**src/hw/rtl/rlcm_pkg.sv**
```systemverilog
package rlcm_pkg;

  // field and datapath widths
  localparam int unsigned ValueW = 31;
  localparam int unsigned LcmW   = 32;
  localparam int unsigned ShiftW = 5;

  // saturation value and list start value
  localparam logic [LcmW-1:0] LcmMax = {LcmW{1'b1}};
  localparam logic [LcmW-1:0] LcmOne = {{(LcmW-1){1'b0}}, 1'b1};

  // last step counts of the bit-serial divide and multiply
  localparam logic [ShiftW-1:0] DivLast = ShiftW'(LcmW - 1);
  localparam logic [ShiftW-1:0] MulLast = ShiftW'(ValueW - 1);

  // sequencer states, one-hot
  typedef enum logic [5:0] {
    ST_IDLE = 6'b000001,
    ST_GCD  = 6'b000010,
    ST_SHL  = 6'b000100,
    ST_DIV  = 6'b001000,
    ST_MUL  = 6'b010000,
    ST_FIN  = 6'b100000
  } state_t;

endpackage

```
**src/hw/rtl/running_lcm_reducer.sv**
```systemverilog
// sequence: a zero value, or any value after overflow, goes straight to commit;
//   otherwise binary gcd steps, restore shifts, restoring divide steps and
//   shift-add multiply steps run in turn, then commit; a result stall holds the commit
// throughput: one transaction at a time; the shared one-bit-a-cycle gcd,
//   divide and shift-add multiply sequence sets the rate
// reset: synchronous active-low rst_n, running lcm returns to 1, flag cleared
module running_lcm_reducer
  import rlcm_pkg::*;
(
  input  logic              clk,
  input  logic              rst_n,
  input  logic              in_valid,
  output logic              in_ready,
  input  logic [ValueW-1:0] in_value,
  input  logic              in_last,
  output logic              out_valid,
  input  logic              out_ready,
  output logic [LcmW-1:0]   out_lcm,
  output logic              out_overflow
);

  state_t state_r, state_nxt;

  logic [LcmW-1:0]   acc_r, acc_nxt;
  logic              ovf_r, ovf_nxt;
  logic              last_r, last_nxt;
  logic              upd_r, upd_nxt;
  logic [LcmW-1:0]   a_r, a_nxt;
  logic [LcmW-1:0]   b_r, b_nxt;
  logic [ShiftW-1:0] k_r, k_nxt;
  logic [ShiftW-1:0] cnt_r, cnt_nxt;
  logic [LcmW-1:0]   rem_r, rem_nxt;
  logic [LcmW-1:0]   q_r, q_nxt;
  logic [ValueW-1:0] mv_r, mv_nxt;
  logic [LcmW:0]     hi_r, hi_nxt;
  logic [ValueW-1:0] lo_r, lo_nxt;
  logic              out_valid_r, out_valid_nxt;
  logic [LcmW-1:0]   out_lcm_r, out_lcm_nxt;
  logic              out_ovf_r, out_ovf_nxt;

  // datapath helpers
  logic [LcmW:0]   div_sh;
  logic [LcmW:0]   div_diff;
  logic [LcmW:0]   mul_sum;
  logic [LcmW-1:0] a_minus_b;
  logic [LcmW-1:0] b_minus_a;
  logic [LcmW-1:0] eff_acc;
  logic            eff_ovf;

  assign div_sh    = {rem_r, q_r[LcmW-1]};
  assign div_diff  = div_sh - {1'b0, a_r};
  assign mul_sum   = hi_r + (mv_r[0] ? {1'b0, q_r} : '0);
  assign a_minus_b = a_r - b_r;
  assign b_minus_a = b_r - a_r;

  // fold the product into the running value, saturating past 32 bits
  always_comb begin
    eff_acc = acc_r;
    eff_ovf = ovf_r;
    if (upd_r) begin
      if (hi_r[LcmW:1] != '0) begin
        eff_acc = LcmMax;
        eff_ovf = 1'b1;
      end else begin
        eff_acc = {hi_r[0], lo_r};
      end
    end
  end

  // sequencer
  always_comb begin
    state_nxt     = state_r;
    acc_nxt       = acc_r;
    ovf_nxt       = ovf_r;
    last_nxt      = last_r;
    upd_nxt       = upd_r;
    a_nxt         = a_r;
    b_nxt         = b_r;
    k_nxt         = k_r;
    cnt_nxt       = cnt_r;
    rem_nxt       = rem_r;
    q_nxt         = q_r;
    mv_nxt        = mv_r;
    hi_nxt        = hi_r;
    lo_nxt        = lo_r;
    out_valid_nxt = out_valid_r;
    out_lcm_nxt   = out_lcm_r;
    out_ovf_nxt   = out_ovf_r;

    // result transaction taken
    if (out_valid_r && out_ready) begin
      out_valid_nxt = 1'b0;
    end

    unique case (state_r)
      ST_IDLE: begin
        if (in_valid) begin
          last_nxt = in_last;
          if (in_value == '0 || ovf_r) begin
            upd_nxt   = 1'b0;
            state_nxt = ST_FIN;
          end else begin
            upd_nxt   = 1'b1;
            a_nxt     = acc_r;
            b_nxt     = {1'b0, in_value};
            mv_nxt    = in_value;
            k_nxt     = '0;
            state_nxt = ST_GCD;
          end
        end
      end
      // binary gcd, one step a cycle
      ST_GCD: begin
        priority if (a_r == b_r) begin
          state_nxt = ST_SHL;
        end else if (!a_r[0] && !b_r[0]) begin
          a_nxt = a_r >> 1;
          b_nxt = b_r >> 1;
          k_nxt = k_r + 1'b1;
        end else if (!a_r[0]) begin
          a_nxt = a_r >> 1;
        end else if (!b_r[0]) begin
          b_nxt = b_r >> 1;
        end else if (a_r > b_r) begin
          a_nxt = a_minus_b >> 1;
        end else begin
          b_nxt = b_minus_a >> 1;
        end
      end
      // restore the common power of two, one bit a cycle
      ST_SHL: begin
        if (k_r != '0) begin
          a_nxt = a_r << 1;
          k_nxt = k_r - 1'b1;
        end else begin
          rem_nxt   = '0;
          q_nxt     = acc_r;
          cnt_nxt   = '0;
          state_nxt = ST_DIV;
        end
      end
      // restoring divide acc / gcd, one quotient bit a cycle
      ST_DIV: begin
        if (!div_diff[LcmW]) begin
          rem_nxt = div_diff[LcmW-1:0];
          q_nxt   = {q_r[LcmW-2:0], 1'b1};
        end else begin
          rem_nxt = div_sh[LcmW-1:0];
          q_nxt   = {q_r[LcmW-2:0], 1'b0};
        end
        cnt_nxt = cnt_r + 1'b1;
        if (cnt_r == DivLast) begin
          hi_nxt    = '0;
          lo_nxt    = '0;
          cnt_nxt   = '0;
          state_nxt = ST_MUL;
        end
      end
      // shift-add multiply quotient * value, one value bit a cycle
      ST_MUL: begin
        hi_nxt  = mul_sum >> 1;
        lo_nxt  = {mul_sum[0], lo_r[ValueW-1:1]};
        mv_nxt  = mv_r >> 1;
        cnt_nxt = cnt_r + 1'b1;
        if (cnt_r == MulLast) begin
          state_nxt = ST_FIN;
        end
      end
      // commit, and emit at list end once the output register is free
      ST_FIN: begin
        if (!last_r) begin
          acc_nxt   = eff_acc;
          ovf_nxt   = eff_ovf;
          state_nxt = ST_IDLE;
        end else if (!out_valid_r || out_ready) begin
          out_valid_nxt = 1'b1;
          out_lcm_nxt   = eff_acc;
          out_ovf_nxt   = eff_ovf;
          acc_nxt       = LcmOne;
          ovf_nxt       = 1'b0;
          state_nxt     = ST_IDLE;
        end
      end
      default: begin
        state_nxt = ST_IDLE;
      end
    endcase
  end

  // control registers
  always_ff @(posedge clk) begin
    if (!rst_n) begin
      state_r     <= ST_IDLE;
      acc_r       <= LcmOne;
      ovf_r       <= 1'b0;
      out_valid_r <= 1'b0;
    end else begin
      state_r     <= state_nxt;
      acc_r       <= acc_nxt;
      ovf_r       <= ovf_nxt;
      out_valid_r <= out_valid_nxt;
    end
  end

  // datapath registers
  always_ff @(posedge clk) begin
    last_r    <= last_nxt;
    upd_r     <= upd_nxt;
    a_r       <= a_nxt;
    b_r       <= b_nxt;
    k_r       <= k_nxt;
    cnt_r     <= cnt_nxt;
    rem_r     <= rem_nxt;
    q_r       <= q_nxt;
    mv_r      <= mv_nxt;
    hi_r      <= hi_nxt;
    lo_r      <= lo_nxt;
    out_lcm_r <= out_lcm_nxt;
    out_ovf_r <= out_ovf_nxt;
  end

  assign in_ready     = (state_r == ST_IDLE);
  assign out_valid    = out_valid_r;
  assign out_lcm      = out_lcm_r;
  assign out_overflow = out_ovf_r;

  // running value never drops to zero
  assert property (@(posedge clk) disable iff (!rst_n) acc_r != '0)
    else $error("running lcm is zero");

  // a set overflow flag pins the running value at saturation
  assert property (@(posedge clk) disable iff (!rst_n) ovf_r |-> acc_r == LcmMax)
    else $error("overflow flag without saturated value");

  // gcd operands stay nonzero
  assert property (@(posedge clk) disable iff (!rst_n)
    state_r == ST_GCD |-> (a_r != '0 && b_r != '0))
    else $error("gcd operand is zero");

  // divisor is nonzero while dividing
  assert property (@(posedge clk) disable iff (!rst_n) state_r == ST_DIV |-> a_r != '0)
    else $error("divide by zero");

  // a pending result is not overwritten before it is taken
  assert property (@(posedge clk) disable iff (!rst_n)
    (out_valid_r && !out_ready) |=> (out_valid_r && $stable(out_lcm_r)))
    else $error("pending result lost");

endmodule
```
**config.mk**
```make
export PLATFORM = sky130hd
export DESIGN_NAME = running_lcm_reducer
export DESIGN_NICKNAME = d
export VERILOG_FILES = /design/src/hw/rtl/rlcm_pkg.sv /design/src/hw/rtl/running_lcm_reducer.sv
export SDC_FILE = /design/constraint.sdc
export NUM_CORES = 1
export LEC_CHECK = 0
export ABC_CLOCK_PERIOD_IN_PS = 3700
export BUFFER_PORTS_ARGS = -buffer_cell sky130_fd_sc_hd__buf_2
export CAP_MARGIN = 20
export CORE_MARGIN = 3
export CORE_UTILIZATION = 45
export CTS_CLUSTER_DIAMETER = 150
export CTS_CLUSTER_SIZE = 25
export DETAILED_ROUTE_END_ITERATION = 8
export PLACE_DENSITY_LB_ADDON = 0.15
export SYNTH_ARGS = -nofsm -noshare
export SYNTH_HDL_FRONTEND = slang
export SYNTH_SLANG_ARGS = --single-unit
```
**constraint.sdc**
```tcl
create_clock -name clk -period 3.7 [get_ports clk]
set_input_delay 0.185 -clock clk [delete_from_list [all_inputs] [get_ports clk]]
set_output_delay 0.185 -clock clk [all_outputs]
set_load 0.01 [all_outputs]
```
; Word level (Yosys, flattened, before mapping)
; Cells that the tools add are included.
[classes]
n_addsub = 7
n_mul = 0
div = 0
magnitude_cmp = 1
n_eq_ne = 24
shift = 0
n_mux = 62
bitwise = 0
reduce_logical = 29
[ops]
columns = operator, n
row1 = $mux W32, 23
row2 = $pmux W32 S2, 3
row3 = $pmux W31 S2, 2
row4 = $pmux W32 S3, 1
row5 = $mux W31, 3
row6 = $pmux W33 S2, 1
row7 = $sub A32 B32 Y32, 2
row8 = $mux W6, 8
row9 = $pmux W6 S6, 1
row10 = $mux W5, 7
row11 = $add A33 B32 Y33, 1
row12 = $mux W33, 1
row13 = $sub A33 B32 Y33, 1
row14 = $eq A32 B32 Y1, 1
row15 = $gt A32 B32 Y1, 1
row16 = $reduce_bool A32 Y1, 1
row17 = $logic_not A31 Y1, 1
row18 = $pmux W5 S3, 2
row19 = $ne A2 B2 Y1 const B, 9
row20 = $reduce_and A6 Y1, 3
row21 = $ne A4 B4 Y1 const B, 3
row22 = $add A5 B1 Y5 const B, 2
row23 = $eq A5 B5 Y1 const B, 2
row24 = $mux W1, 10
row25 = 19 further kinds, 34
[totals]
register_bits = 308
latchBits = 0
ram_bits = 0
rom_bits = 0
in_bits = 36
output_inout_bits = 35
word_cells = 142
memories = 0

; Longest topological paths before layout
[logic_depth]
word_depth = 7
ltp_mapped = 14
mapped_depth_nobuf = 13

; Worst setup path before layout
; Ideal clock, no wire load.
[synth_path]
kind = register -> register
from = register a_r[0]
to = register a_r[10], enable pin
setup_time_ns = 0.393
arrival_ns = 3.153
required_ns = 3.307
path_slack_ns = 0.154
path_stages_with_launch = 12
path_buffers = 0
period_less_slack_ns = 3.546
cell_sequence = edfxtp_1 -> inv_1 -> ha_1 -> fa_1 -> nor2b_1 -> o31a_1 -> o41ai_2 -> o31ai_2 -> a21o_1 -> a21oi_1 -> a21oi_1 -> o31a_1
[synth_between]
elab_chain_cells = 4
word_cells_on_any_way = 8
cone_classes = order compare (1) / eq/ne (4) / reduce/logical (3)
[synth_rtl]
columns = item, line
row1 = from (decl), running_lcm_reducer.sv:28  ; logic [LcmW-1:0] a_r, a_nxt;
row2 = from (signal assigned), running_lcm_reducer.sv:209  ; a_r <= a_nxt;
row3 = "parallel branches: the longest is 3 deep, another holds $gt A32 B32 Y1", -
row4 = $reduce_and A7 Y1 (no line) *, -
; Every way passes the cells marked *.
; A chain may end at the register's enable or synchronous reset.

; Final worst setup path
[layout_path]
from = register a_r[2]
to = register rem_r[26] (data pin)
[layout_between]
elab_chain_cells = 3
[layout_rtl]
columns = item, line
row1 = $sub A33 B32 Y33, running_lcm_reducer.sv:51  ; assign div_diff = div_sh - {1'b0, a_r};
row2 = $mux W32, running_lcm_reducer.sv:144  ; if (!div_diff[LcmW]) begin
row3 = $pmux W32 S2, running_lcm_reducer.sv:95  ; unique case (state_r)
row4 = to (signal assigned), running_lcm_reducer.sv:213  ; rem_r <= rem_nxt;
row5 = to (decl), running_lcm_reducer.sv:32  ; logic [LcmW-1:0] rem_r, rem_nxt;
; No other way between the ends.

==> out/results.txt <==
# port buffers: 70
area grow syn2layout: 10.2%
setup TNS: 0 ns
gr ovfl total: 0
commonest non-fill, non-tap cell in the layout: nand2_1
clk sink count: 306
Setup crit start kind: flip-flop
total track usage: 23.2%
Worst EP arrival: 3.90 ns
layout cells sized above 1: 8.66%
CTS H-Tree Depth: 1
Setup Skew: 0.0355 ns
f_max: 285 MHz
Ys Warns: 0
Die Height: 218 µm
Final Hold Viols: 0
peak supply drop: 0.000443 V
dpl cells: 2742
max-cap violations: 0
cts bufs inserted: 16
Ant. Diodes: 0
FP Rows: 76
Antenna Nets Post-Route: 0
endpoints failing setup: 0
status: complete, no violations
multi-input logic area: 10600 µm²
cell-internal power: 0.00628 W
register area: 8790 µm²
syn_area_per_cell: 9.49 µm²
crit path time final: 3.50 ns
Core ar.: 43600 µm²
wire per inst: 19.8 µm
total number of vias: 16207
Die Area: 47400 µm²
register bit total from synthesis: 306
Crit. End Element: flip-flop
Total Wirelength: 55600 µm
switching share of power: 35.4%
Mapped Cells: 2125
Max-Slew Margin vs Limit: 48.6%
Post-synth EDFFs: 266
I/O pins: 71
clock slew at reported path FFs: 0.12 ns
Final Cycle Share: 94.7%
Seq/Total Area, Yosys: 43.6%
Skew-Pair Late Insertion Delay: 0.54 ns
Die W: 218 µm
Yosys cell types: 78
top_reg_cell synth: edfxtp_1
final hold slack: 0.0220 ns
initial DRC count: 1489
Crit Path Class: flip-flop to flip-flop
Slew @ Worst Pin: 0.764 ns
drt first pass iters: 8
Leakage Power: 8.54 nW
Placed Area: 21400 µm²
async set or reset register ratio after synthesis: 0%
Max clock buf depth: 3
HPWL after DPL: 42300 µm
switching power: 0.00344 W
largest net degree at the start of global routing: 65
Clk Tree Root Cell: clkbuf_16
post-CTS setup repair buffer count: 0
Synth Net Count: 2300
# DRC: 0
Starting Density: 46.2%
vias in the first global route: 15828
combinational share of power: 36.8%
commonest non-fill, non-tap cells in the layout: nand2_1, edfxtp_1, nor2_1
Filler Cell Count: 4051
Finished Layout Cells: 2801
initial antenna violation count: 0
PwrDens: 437 nW/µm²
RSZ-0062 raised after global routing: false
via/cell ratio: 5.79
worst min path class: input port to flip-flop
CTS tree: done
GPL Wtd Cong: 0.904
synthesized area: 20200 µm²
Final Max Tran Viols: 0
Layout Nets: 2381
sequential share of power: 42.1%
Layout Cell Area excl Fill: 22200 µm²
Crit path required time: 4.10 ns
largest fanout on the critical path: 5
Clk pwr share: 21.1%
first-pass GRT wire length: 88400 µm
flip-flops by register name, summed over array words and instances (netlist names), 6 cells and up:
register and count:
a_r 32, acc_r 32, b_r 31, hi_r 32
lo_r 31, mv_r 31, out_lcm 32, q_r 32
rem_r 32, state_r 6
synth_stat cells, types with 6 or more instances:
| cell type | number | area, µm² |
|---|---|---|
| a211o_1 | 6 | 52.6 |
| a211oi_1 | 13 | 97.6 |
| a21boi_0 | 9 | 67.6 |
| a21o_1 | 62 | 465 |
| a21oi_1 | 146 | 731 |
| a221oi_1 | 12 | 105 |
| a222oi_1 | 29 | 290 |
| a22o_1 | 32 | 280 |
| a31oi_1 | 10 | 62.6 |
| and2_1 | 104 | 651 |
| and3_1 | 8 | 50.1 |
| buf_2 | 10 | 50.1 |
| clkbuf_1 | 88 | 330 |
| dfxtp_1 | 40 | 801 |
| edfxtp_1 | 266 | 7990 |
| ha_1 | 134 | 1680 |
| inv_1 | 104 | 390 |
| mux2i_1 | 25 | 250 |
| nand2_1 | 298 | 1120 |
| nand2b_1 | 13 | 81.3 |
| nand3_1 | 24 | 120 |
| nand3b_1 | 10 | 75.1 |
| nand4_1 | 21 | 131 |
| nor2_1 | 149 | 559 |
| nor2b_1 | 17 | 106 |
| nor3_1 | 40 | 200 |
| nor3b_1 | 6 | 45.0 |
| nor4_1 | 22 | 138 |
| o211ai_1 | 7 | 52.6 |
| o21a_1 | 21 | 158 |
| o21ai_0 | 128 | 641 |
| o21ai_1 | 9 | 45.0 |
| o21bai_1 | 18 | 135 |
| o22a_1 | 32 | 280 |
| o22ai_1 | 6 | 37.5 |
| o31a_1 | 8 | 70.1 |
| o31ai_1 | 8 | 60.1 |
| xnor2_1 | 75 | 657 |
| xor2_1 | 33 | 289 |
cell type report:
type | instances | share of cell area (%)
multi-input combinational | 1609 | 47.7
sequential | 306 | 39.5
timing repair buffer | 169 | 5.55
tap | 585 | 3.29
clock buffer | 27 | 2.08
inverter | 104 | 1.76
clock inverter | 1 | 0.0900
repair_timing:
item,4_1_cts,5_1_grt
endpoints found under the hold margin,50,0
gates resized for setup,0,4
endpoints found under the setup margin,0,82
hold buffers,31,0
metrics by stage:
stage | worst slack [ns] | power [W] | util [%]
floorplan | 0.154 | 0.00666 | -
global placement | 0.275 | 0.00764 | 49.1
detailed placement | 0.178 | 0.00765 | 49.1
CTS | 0.135 | 0.00973 | 50.9
global route | 0.0141 | 0.0103 | 50.9
finish | 0.197 | 0.00972 | 50.9
worst paths after layout:
path,start,cells after the start,slack [ns],end
setup / recovery,a_r[2],11,0.20,rem_r[26]
hold / removal,in_value[27],3,0.02,mv_r[27]
setup reg to reg,a_r[2],11,0.20,rem_r[26]
hold reg to reg,mv_r[6],2,0.51,mv_r[5]
critical path, cell delays in order, from the launching register on:
cell and delay (ns):
edfxtp_1 0.44, inv_1 0.16, ha_1 0.30, nor2b_4 0.15, o31a_1 0.26, o41a_4 0.49, a211oi_2 0.35, o221ai_2 0.17
a311o_1 0.41, a41oi_2 0.22, mux2_2 0.34, o21ai_1 0.07
kinds of logic after synthesis:
family | after synthesis | share of synthesized area (%)
flip-flops | 306 | 43.6
XOR/XNOR | 108 | 4.69
AO/OA/AOI/OAI | 595 | 20.1
multiplexers | 28 | 1.41
buffers and inverters | 210 | 4.06
adder cells (fa/ha/maj) | 139 | 8.81
AND/OR/NAND/NOR | 739 | 17.3
power by group through the flow:
stage          Sequential [W]  Clock [W]  Combinational [W]
2_1_floorplan         0.00412          0            0.00254
3_3_place_gp          0.00416          0            0.00348
3_5_place_dp          0.00417          0            0.00348
4_1_cts               0.00409    0.00211            0.00353
5_1_grt               0.00412    0.00223            0.00395
6_report              0.00409    0.00205            0.00357
metal layers:
metal / wire length [µm] / global-route usage, %
met2: 24800 / 37.0
met1: 26800 / 34.3
met3: 2700 / 2.37
met4: 1250 / 5.04
met5: 0 / 0
(Power assumes the default switching activity.)
